### config.mk
export PLATFORM = sky130hd
export DESIGN_NAME = rapid_trigger_key_tracker_top_flat
export DESIGN_NICKNAME = d
export VERILOG_FILES = /design/src/hdl/rtk_pkg.sv /design/src/hdl/rtk_ifs.sv /design/src/hdl/rtk_cfg_regs.sv /design/src/hdl/rtk_tracker.sv /design/src/hdl/rapid_trigger_key_tracker_top.sv /design/src/flat_wrapper.sv
export SDC_FILE = /design/constraint.sdc
export NUM_CORES = 1
export LEC_CHECK = 0
export BUFFER_PORTS_ARGS = -buffer_cell sky130_fd_sc_hd__buf_2
export CORE_MARGIN = 1.5
export CORE_UTILIZATION = 55
export DETAILED_ROUTE_END_ITERATION = 6
export PLACE_DENSITY_LB_ADDON = 0.05
export SYNTH_ARGS = -nofsm -noshare
export SYNTH_HDL_FRONTEND = slang
export SYNTH_HIERARCHICAL = 1
export SYNTH_SLANG_ARGS = --single-unit
### constraint.sdc
create_clock -name clk -period 10.9 [get_ports clk]
set_input_delay 2.18 -clock clk [delete_from_list [all_inputs] [get_ports clk]]
set_output_delay 2.18 -clock clk [all_outputs]
set_load 0.05 [all_outputs]
### src/hdl/rtk_pkg.sv
// ----------------------------------------------------------------------------
// rtk_pkg
// Shared types and constants for the rapid trigger key tracker.
// ----------------------------------------------------------------------------
package rtk_pkg;

	localparam int SAMPLE_BITS_DEFAULT = 12;

	localparam int CFG_INDEX_BITS = 2;

	localparam int RST_ACTUATION_LEVEL = 2048;
	localparam int RST_RELEASE_LEVEL   = 1024;
	localparam int RST_SENSITIVITY     = 100;

	typedef logic [CFG_INDEX_BITS-1:0] cfg_index_t;

	localparam cfg_index_t REG_ACTUATION_LEVEL = 2'd0;
	localparam cfg_index_t REG_RELEASE_LEVEL   = 2'd1;
	localparam cfg_index_t REG_SENSITIVITY     = 2'd2;

	typedef enum logic [1:0] {
		MODE_IDLE      = 2'd0,
		MODE_ACTIVE    = 2'd1,
		MODE_RELEASING = 2'd2
	} key_mode_t;

	typedef enum logic [1:0] {
		EVENT_NONE    = 2'd0,
		EVENT_PRESS   = 2'd1,
		EVENT_RELEASE = 2'd2
	} key_event_t;

	typedef struct packed {
		key_event_t key_event;
		key_mode_t  key_mode;
	} step_result_t;

endpackage

### src/hdl/rtk_ifs.sv
// ----------------------------------------------------------------------------
// rtk_ifs
// Valid/ready channels: depth samples, key results and register writes.
// ----------------------------------------------------------------------------
interface rtk_sample_if #(
	parameter int SAMPLE_BITS = rtk_pkg::SAMPLE_BITS_DEFAULT
);
	logic                   valid;
	logic                   ready;
	logic [SAMPLE_BITS-1:0] depth_sample;

	modport source (output valid, output depth_sample, input ready);
	modport sink (input valid, input depth_sample, output ready);
endinterface

interface rtk_result_if;
	logic       valid;
	logic       ready;
	logic [1:0] key_event;
	logic [1:0] key_mode;

	modport source (output valid, output key_event, output key_mode, input ready);
	modport sink (input valid, input key_event, input key_mode, output ready);
endinterface

interface rtk_cfg_if #(
	parameter int SAMPLE_BITS = rtk_pkg::SAMPLE_BITS_DEFAULT
);
	logic                              valid;
	logic                              ready;
	logic [rtk_pkg::CFG_INDEX_BITS-1:0] index;
	logic [SAMPLE_BITS-1:0]            data;

	modport source (output valid, output index, output data, input ready);
	modport sink (input valid, input index, input data, output ready);
endinterface

### src/hdl/rtk_cfg_regs.sv
// ----------------------------------------------------------------------------
// rtk_cfg_regs
// Threshold registers: actuation level, release level, sensitivity.
// ----------------------------------------------------------------------------
module rtk_cfg_regs #(
	parameter int SAMPLE_BITS = rtk_pkg::SAMPLE_BITS_DEFAULT
) (
	input  logic                   clk,
	input  logic                   arst_n,
	rtk_cfg_if.sink                cfg,
	output logic [SAMPLE_BITS-1:0] actuation_level,
	output logic [SAMPLE_BITS-1:0] release_level,
	output logic [SAMPLE_BITS-1:0] sensitivity
);
	import rtk_pkg::*;

	logic [SAMPLE_BITS-1:0] actuation_q;
	logic [SAMPLE_BITS-1:0] release_q;
	logic [SAMPLE_BITS-1:0] sens_q;

	assign cfg.ready = 1'b1;

	always_ff @(posedge clk or negedge arst_n) begin
		if (!arst_n) begin
			actuation_q <= SAMPLE_BITS'(RST_ACTUATION_LEVEL);
			release_q   <= SAMPLE_BITS'(RST_RELEASE_LEVEL);
			sens_q      <= SAMPLE_BITS'(RST_SENSITIVITY);
		end else if (cfg.valid) begin
			case (cfg.index)
				REG_ACTUATION_LEVEL: actuation_q <= cfg.data;
				REG_RELEASE_LEVEL:   release_q   <= cfg.data;
				REG_SENSITIVITY:     sens_q      <= cfg.data;
				default: ;
			endcase
		end
	end

	assign actuation_level = actuation_q;
	assign release_level   = release_q;
	assign sensitivity     = sens_q;

endmodule

### src/hdl/rtk_tracker.sv
// ----------------------------------------------------------------------------
// rtk_tracker
// Key mode state machine with peak/trough tracking; one sample per step.
// ----------------------------------------------------------------------------
module rtk_tracker #(
	parameter int SAMPLE_BITS = rtk_pkg::SAMPLE_BITS_DEFAULT
) (
	input  logic                  clk,
	input  logic                  arst_n,
	input  logic                  step_en,
	input  logic [SAMPLE_BITS-1:0] depth,
	input  logic [SAMPLE_BITS-1:0] actuation_level,
	input  logic [SAMPLE_BITS-1:0] release_level,
	input  logic [SAMPLE_BITS-1:0] sensitivity,
	output rtk_pkg::step_result_t  result
);
	import rtk_pkg::*;

	key_mode_t              mode_q, mode_d;
	logic [SAMPLE_BITS-1:0] deepest_q, deepest_d;
	logic [SAMPLE_BITS-1:0] shallowest_q, shallowest_d;

	logic                   at_actuation;
	logic                   at_release;
	logic                   new_peak;
	logic                   new_trough;
	logic                   drop_hit;
	logic                   rise_hit;
	logic [SAMPLE_BITS-1:0] drop;
	logic [SAMPLE_BITS-1:0] rise;

	// drop only used when below peak, rise only when above trough: no wrap
	always_comb begin
		drop         = deepest_q - depth;
		rise         = depth - shallowest_q;
		at_actuation = depth >= actuation_level;
		at_release   = depth <= release_level;
		new_peak     = depth >= deepest_q;
		new_trough   = depth <= shallowest_q;
		drop_hit     = drop >= sensitivity;
		rise_hit     = rise >= sensitivity;
	end

	// next state
	always_comb begin
		mode_d       = mode_q;
		deepest_d    = deepest_q;
		shallowest_d = shallowest_q;
		case (mode_q)
			MODE_ACTIVE: begin
				if (new_peak) begin
					deepest_d = depth;
				end else if (at_release) begin
					mode_d = MODE_IDLE;
				end else if (drop_hit) begin
					mode_d       = MODE_RELEASING;
					shallowest_d = depth;
				end
			end
			MODE_RELEASING: begin
				if (new_trough) begin
					shallowest_d = depth;
					if (at_release) begin
						mode_d = MODE_IDLE;
					end
				end else if (rise_hit) begin
					mode_d    = MODE_ACTIVE;
					deepest_d = depth;
				end
			end
			default: begin
				if (at_actuation) begin
					mode_d       = MODE_ACTIVE;
					deepest_d    = depth;
					shallowest_d = depth;
				end
			end
		endcase
	end

	// outputs
	always_comb begin
		result.key_mode  = mode_d;
		result.key_event = EVENT_NONE;
		case (mode_q)
			MODE_ACTIVE: begin
				if (!new_peak && (at_release || drop_hit)) begin
					result.key_event = EVENT_RELEASE;
				end
			end
			MODE_RELEASING: begin
				if (!new_trough && rise_hit) begin
					result.key_event = EVENT_PRESS;
				end
			end
			default: begin
				if (at_actuation) begin
					result.key_event = EVENT_PRESS;
				end
			end
		endcase
	end

	always_ff @(posedge clk or negedge arst_n) begin
		if (!arst_n) begin
			mode_q <= MODE_IDLE;
		end else if (step_en) begin
			mode_q <= mode_d;
		end
	end

	always_ff @(posedge clk) begin
		if (step_en) begin
			deepest_q    <= deepest_d;
			shallowest_q <= shallowest_d;
		end
	end

`ifndef NO_ASSERTIONS
	a_press_enters_active: assert property (@(posedge clk) disable iff (!arst_n)
		step_en && result.key_event == EVENT_PRESS |=> mode_q == MODE_ACTIVE)
		else $error("press without entering active");

	a_idle_holds_quiet: assert property (@(posedge clk) disable iff (!arst_n)
		step_en && mode_q == MODE_IDLE && result.key_event == EVENT_NONE
		|=> mode_q == MODE_IDLE)
		else $error("idle left without press");

	a_mode_holds_unstepped: assert property (@(posedge clk) disable iff (!arst_n)
		!step_en |=> $stable(mode_q))
		else $error("mode changed without a step");

	a_peak_tracks: assert property (@(posedge clk) disable iff (!arst_n)
		step_en && mode_q == MODE_ACTIVE && result.key_mode == MODE_ACTIVE
		|=> deepest_q >= $past(depth))
		else $error("peak below a sample seen while active");
`endif

endmodule

### src/hdl/rapid_trigger_key_tracker_top.sv
// ----------------------------------------------------------------------------
// rapid_trigger_key_tracker_top
// Rapid trigger tracker for an analog key: press/release events per sample.
// ----------------------------------------------------------------------------
// One result word per depth sample word, one word per cycle sustained while
// the receiver keeps ready high. A sample is registered on accept in the
// sample register, evaluated against the mode, peak and trough state and,
// unless the result register is still held by the receiver, lands in the
// result register. The result register decouples the two sides: one new
// sample is taken while a result waits, then input stalls.
// The user must make threshold writes through the cfg channel (always ready)
// only while no sample is in flight; the block does not enforce this.
module rapid_trigger_key_tracker_top #(
	parameter int SAMPLE_BITS = rtk_pkg::SAMPLE_BITS_DEFAULT
) (
	input  logic          clk,
	input  logic          arst_n,
	rtk_sample_if.sink    samples,
	rtk_result_if.source  results,
	rtk_cfg_if.sink       cfg
);
	import rtk_pkg::*;

	logic [SAMPLE_BITS-1:0] actuation_level;
	logic [SAMPLE_BITS-1:0] release_level;
	logic [SAMPLE_BITS-1:0] sensitivity;

	logic                   valid_s1;
	logic [SAMPLE_BITS-1:0] depth_s1;
	logic                   advance;
	step_result_t           step_result;

	logic                   out_valid_q;
	step_result_t           out_q;

	rtk_cfg_regs #(
		.SAMPLE_BITS (SAMPLE_BITS)
	) u_cfg_regs (
		.clk             (clk),
		.arst_n          (arst_n),
		.cfg             (cfg),
		.actuation_level (actuation_level),
		.release_level   (release_level),
		.sensitivity     (sensitivity)
	);

	assign advance       = valid_s1 && (!out_valid_q || results.ready);
	assign samples.ready = !valid_s1 || advance;

	always_ff @(posedge clk or negedge arst_n) begin
		if (!arst_n) begin
			valid_s1 <= 1'b0;
		end else if (samples.ready) begin
			valid_s1 <= samples.valid;
		end
	end

	always_ff @(posedge clk) begin
		if (samples.ready && samples.valid) begin
			depth_s1 <= samples.depth_sample;
		end
	end

	rtk_tracker #(
		.SAMPLE_BITS (SAMPLE_BITS)
	) u_tracker (
		.clk             (clk),
		.arst_n          (arst_n),
		.step_en         (advance),
		.depth           (depth_s1),
		.actuation_level (actuation_level),
		.release_level   (release_level),
		.sensitivity     (sensitivity),
		.result          (step_result)
	);

	always_ff @(posedge clk or negedge arst_n) begin
		if (!arst_n) begin
			out_valid_q <= 1'b0;
		end else if (advance) begin
			out_valid_q <= 1'b1;
		end else if (results.ready) begin
			out_valid_q <= 1'b0;
		end
	end

	always_ff @(posedge clk) begin
		if (advance) begin
			out_q <= step_result;
		end
	end

	assign results.valid     = out_valid_q;
	assign results.key_event = out_q.key_event;
	assign results.key_mode  = out_q.key_mode;

endmodule

### src/flat_wrapper.sv
// flat-port wrapper written by rule: the top's interface ports become plain ports
module rapid_trigger_key_tracker_top_flat import rtk_pkg::*;
#(
	parameter int SAMPLE_BITS = rtk_pkg::SAMPLE_BITS_DEFAULT
)
  (clk, arst_n, samples_valid, samples_depth_sample, samples_ready, results_valid, results_key_event, results_key_mode, results_ready, cfg_valid, cfg_index, cfg_data, cfg_ready);
  rtk_sample_if #(.SAMPLE_BITS(SAMPLE_BITS)) samples_i ();
  rtk_result_if results_i ();
  rtk_cfg_if #(.SAMPLE_BITS(SAMPLE_BITS)) cfg_i ();
  input  logic clk;
  input  logic arst_n;
  input wire logic [$bits(samples_i.valid)-1:0] samples_valid;
  input wire logic [$bits(samples_i.depth_sample)-1:0] samples_depth_sample;
  output wire logic [$bits(samples_i.ready)-1:0] samples_ready;
  output wire logic [$bits(results_i.valid)-1:0] results_valid;
  output wire logic [$bits(results_i.key_event)-1:0] results_key_event;
  output wire logic [$bits(results_i.key_mode)-1:0] results_key_mode;
  input wire logic [$bits(results_i.ready)-1:0] results_ready;
  input wire logic [$bits(cfg_i.valid)-1:0] cfg_valid;
  input wire logic [$bits(cfg_i.index)-1:0] cfg_index;
  input wire logic [$bits(cfg_i.data)-1:0] cfg_data;
  output wire logic [$bits(cfg_i.ready)-1:0] cfg_ready;
  assign samples_i.valid = samples_valid;
  assign samples_i.depth_sample = samples_depth_sample;
  assign samples_ready = samples_i.ready;
  assign results_valid = results_i.valid;
  assign results_key_event = results_i.key_event;
  assign results_key_mode = results_i.key_mode;
  assign results_i.ready = results_ready;
  assign cfg_i.valid = cfg_valid;
  assign cfg_i.index = cfg_index;
  assign cfg_i.data = cfg_data;
  assign cfg_ready = cfg_i.ready;
  rapid_trigger_key_tracker_top #(.SAMPLE_BITS(SAMPLE_BITS)) u_core (.clk(clk), .arst_n(arst_n), .samples(samples_i), .results(results_i), .cfg(cfg_i));
endmodule
==> key figures <==
CTS
  – CTS Hold Bufs: 0
  – CTS sink cnt: 80
  – Clk root buf: clkbuf_8
  – CTS buffer count: 9
  – H-tree Lvls: 3
  – Post-CTS sizing: 0
  – CTS clk-pin slew, worst paths: roughly 0.080 ns
  – Worst-Skew Late Latency: about 0.35 ns
  – Clock buffer depth: 2
  – CTS tree: done
  – Setup repair bufs after CTS: 0

Pwr
  – Pwr Density: around 190 nW/um2
  – Clk pwr share: about a fifth
  – Switching part of the total: 36.64%
  – Worst ir drop on vdd: around 0.090 mV
  – Pint: 681.9 uW
  – Leak: ~2.7 nW
  – Sw power: ~400 uW
  – Combinational share of power: approximately two fifths
  – Seq pwr share: 37.6%

Global route
  – Initial antenna violation count: 0
  – Gr ovfl total: 0
  – First-pass GRT wire length: 17570 um
  – Vias in the first global route: roughly 3700
  – Largest net degree at the start of global routing: a little over 40
  – GRT Overall Usage: ~23%

Synthesis
  – Synthesized Nets: roughly 590
  – Mapped cell area: ~5300 um2
  – Synthesis-stage register bit count: 80
  – Post-Synthesis Cells: 479
  – Syn_area_per_cell: roughly 11 um2
  – Sequential area share after synthesis: 41.84%
  – EDFF count, synth: 40
  – Synth async-reset ratio: roughly 50%
  – Synthesis Warnings: 6
  – Netlist cell types: 59
  – Ys flop type: edfxtp_1

Cells and area
  – Post-route insts no fill: between 600 and 700
  – Most frequent cells in the layout: ha_1 (74), inv_1 (72), edfxtp_1 (40)
  – Commonest non-fill, non-tap cell in the layout: ha_1
  – Diode count: 0
  – Filler cells: 790
  – Share of layout cells above drive strength 1: 20.83%
  – Area delta synth->final: 10.05%
  – Total Nets Final: 630

Setup path
  – Worst Path Arrival: ~2.7 ns
  – Critical path required time: 8.72 ns
  – Critical path origin: results_ready
  – CP Cell Sequence: buf_2 > nand3b_4 > buf_2
  – Max Fanout on Critical Path: 3
  – Crit. End Element: output port
  – Worst path max stage delay: ~0.26 ns
  – Most frequent CP cell: buf_2
  – Slowest CP cell: buf_2
  – Crit Path Class: input port to output port
  – CP startpoint kind: input port
  – Start of the worst register-to-register path: u_core/depth_s1[1]

Flow run
  – # Max-Cap Violations: 0

Floorplan
  – Die footprint: slightly above 10000 um2
  – Number of core rows: 35
  – Total I/O pin count: 38
  – Die X-Extent: 101.0 um
  – Initial Util: ~57%
  – DIE HEIGHT: ~100 um
  – Core area: 9284 um2

Drt
  – DRC: 0
  – Post-route ant nets: 0
  – Via density: approximately 5.5
  – Vias: between 3000 and 4000
  – Initial DRT Pass Iterations: 4
  – 1st-iter DRT viols: about 150
  – Total wire length: between 10000 and 15000 um
  – Routed len/inst: between 15 and 20 um

Timing
  – FMAX: ~0.21 GHz
  – Max_slew headroom: between 30% and 40%
  – Worst Clk Skew: 0.01020 ns
  – Min cycle time layout: ~4.8 ns
  – Final TNS setup: 0 ns
  – RSZ-0062 raised after global routing: false
  – Hold Fails Final Rpt: 0
  – Slew @ Worst Pin: 1.036 ns
  – Fin crit share: between 40% and 50%
  – Fin. max-slew vios: 0
  – Final setup viols: 0

Run status
  – Status: finished clean

Placement
  – Post-DP HPWL: about 8000 um
  – Dpl cells: about 640
  – Number of port buffers: 36
  – Routability cong.: 0.8935

Worst hold path
  – Min-Delay Path Class: flop to flop
  – Hold path start: u_core/u_cfg_regs/sensitivity[4]
[area by class of cell]
class	count	area, um2	area share [%]
Clock buffer	12	177.7	3.059
Clock inverter	4	28.78	0.4955
Inverter	72	270.3	4.653
Multi-Input combinational cell	323	2774	47.76
Sequential cell	80	2208	38.02
Tap cell	129	161.4	2.779
Timing Repair Buffer	37	187.7	3.231
[cells in the mapped netlist, types with 2 or more instances]
cell | count | area, um2
o21a_1 | 4 | 30.03
and4_1 | 3 | 26.28
a21o_1 | 8 | 60.06
o21ai_0 | 12 | 60.06
o21bai_1 | 3 | 22.52
nand2_1 | 14 | 52.55
and2_1 | 2 | 12.51
ha_1 | 74 | 925.9
o41ai_2 | 2 | 32.53
buf_4 | 4 | 30.03
o21ai_1 | 6 | 30.03
nor3b_1 | 4 | 30.03
fa_1 | 2 | 40.04
nand3b_1 | 3 | 22.52
nor3_1 | 7 | 35.03
dfstp_2 | 5 | 131.4
nand4_1 | 10 | 62.56
a21boi_1 | 2 | 15.01
dfrtp_1 | 35 | 875.8
inv_1 | 72 | 270.3
nand3_1 | 6 | 30.03
nand2b_1 | 5 | 31.28
nor2b_1 | 7 | 43.79
a31oi_1 | 4 | 25.02
xor2_1 | 3 | 26.28
nor2_1 | 21 | 78.83
a21oi_2 | 3 | 26.28
mux2_2 | 36 | 405.4
a21oi_1 | 33 | 165.2
a211oi_1 | 4 | 30.03
or3_1 | 2 | 12.51
edfxtp_1 | 40 | 1201
xnor2_1 | 14 | 122.6
o31a_1 | 2 | 17.52
o211ai_1 | 3 | 22.52
[metal layers]
layer,part of all wire (%),vias to the layer above,track usage (%)
li1,-,1809,-
met1,47,1715,31.07
met2,47,98,36.28
met3,3.8,21,3.121
met4,2.3,0,9.295
met5,0,-,0
[kinds of logic after synthesis]
| family | after synthesis | synth area share, % |
|---|---|---|
| multiplexers | 37 | 7.871 |
| other | 1 | 0.07106 |
| adder cells (fa/ha/maj) | 76 | 18.30 |
| buffers and inverters | 76 | 5.690 |
| XOR/XNOR | 17 | 2.821 |
| AND/OR/NAND/NOR | 92 | 9.886 |
| AO/OA/AOI/OAI | 100 | 13.51 |
| flip-flops | 80 | 41.84 |
[metrics by stage]
step | total power [mW] | instance area (um2) | hold WS [ns] | utilization (%) | setup WS [ns]
global route | 1.160 | 5808 | 0.5279 | 62.56 | 6.058
global placement | 0.8333 | 5602 | 0.4897 | 60.34 | 6.082
finish | 1.076 | 5808 | 0.5120 | 62.56 | 6.074
CTS | 1.083 | 5808 | 0.5134 | 62.56 | 6.070
detailed placement | 0.8535 | 5602 | 0.4943 | 60.34 | 6.070
floorplan | 0.7461 | 5278 | 0.4756 | - | 6.296
[registers in the layout, indices dropped and copies added (netlist names)]
register / count
u_core/u_cfg_regs/release_level: 12
u_core/results.valid: 1
u_core/valid_s1: 1
u_core/u_tracker/mode_q: 2
u_core/u_tracker/shallowest_q: 12
u_core/u_cfg_regs/sensitivity: 12
u_core/results.key_event: 2
u_core/results.key_mode: 2
u_core/u_tracker/deepest_q: 12
u_core/u_cfg_regs/actuation_level: 12
u_core/depth_s1: 12
[final timing paths]
kind                                                          to  slack (ns)  cells after the start
max in group asynchronous       u_core/u_cfg_regs/sensitivity[4]        8.38                      1
min in group asynchronous                   u_core/results.valid        1.95                      1
worst min register to register  u_core/u_cfg_regs/sensitivity[4]        0.51                      1
worst max-delay path                               samples_ready        6.07                      3
worst max register to register     u_core/u_tracker/deepest_q[3]        6.44                     15
worst min-delay path            u_core/u_cfg_regs/sensitivity[4]        0.51                      1
[power groups by stage]
stage	Combinational [mW]	Sequential [mW]	Clock (mW)
after global routing	0.504	0.411	0.244
after global placement	0.424	0.409	0
final	0.446	0.404	0.225
after floorplan	0.332	0.414	0
after detailed placement	0.442	0.411	0
after CTS	0.447	0.405	0.232
[worst max-delay path: cells and delay by family]
kind | cells | cell delay, ns
buffers and inverters | 2 | 0.34
and+or+nand+nor | 1 | 0.12
No activity file was read; power rests on OpenSTA's default activity.
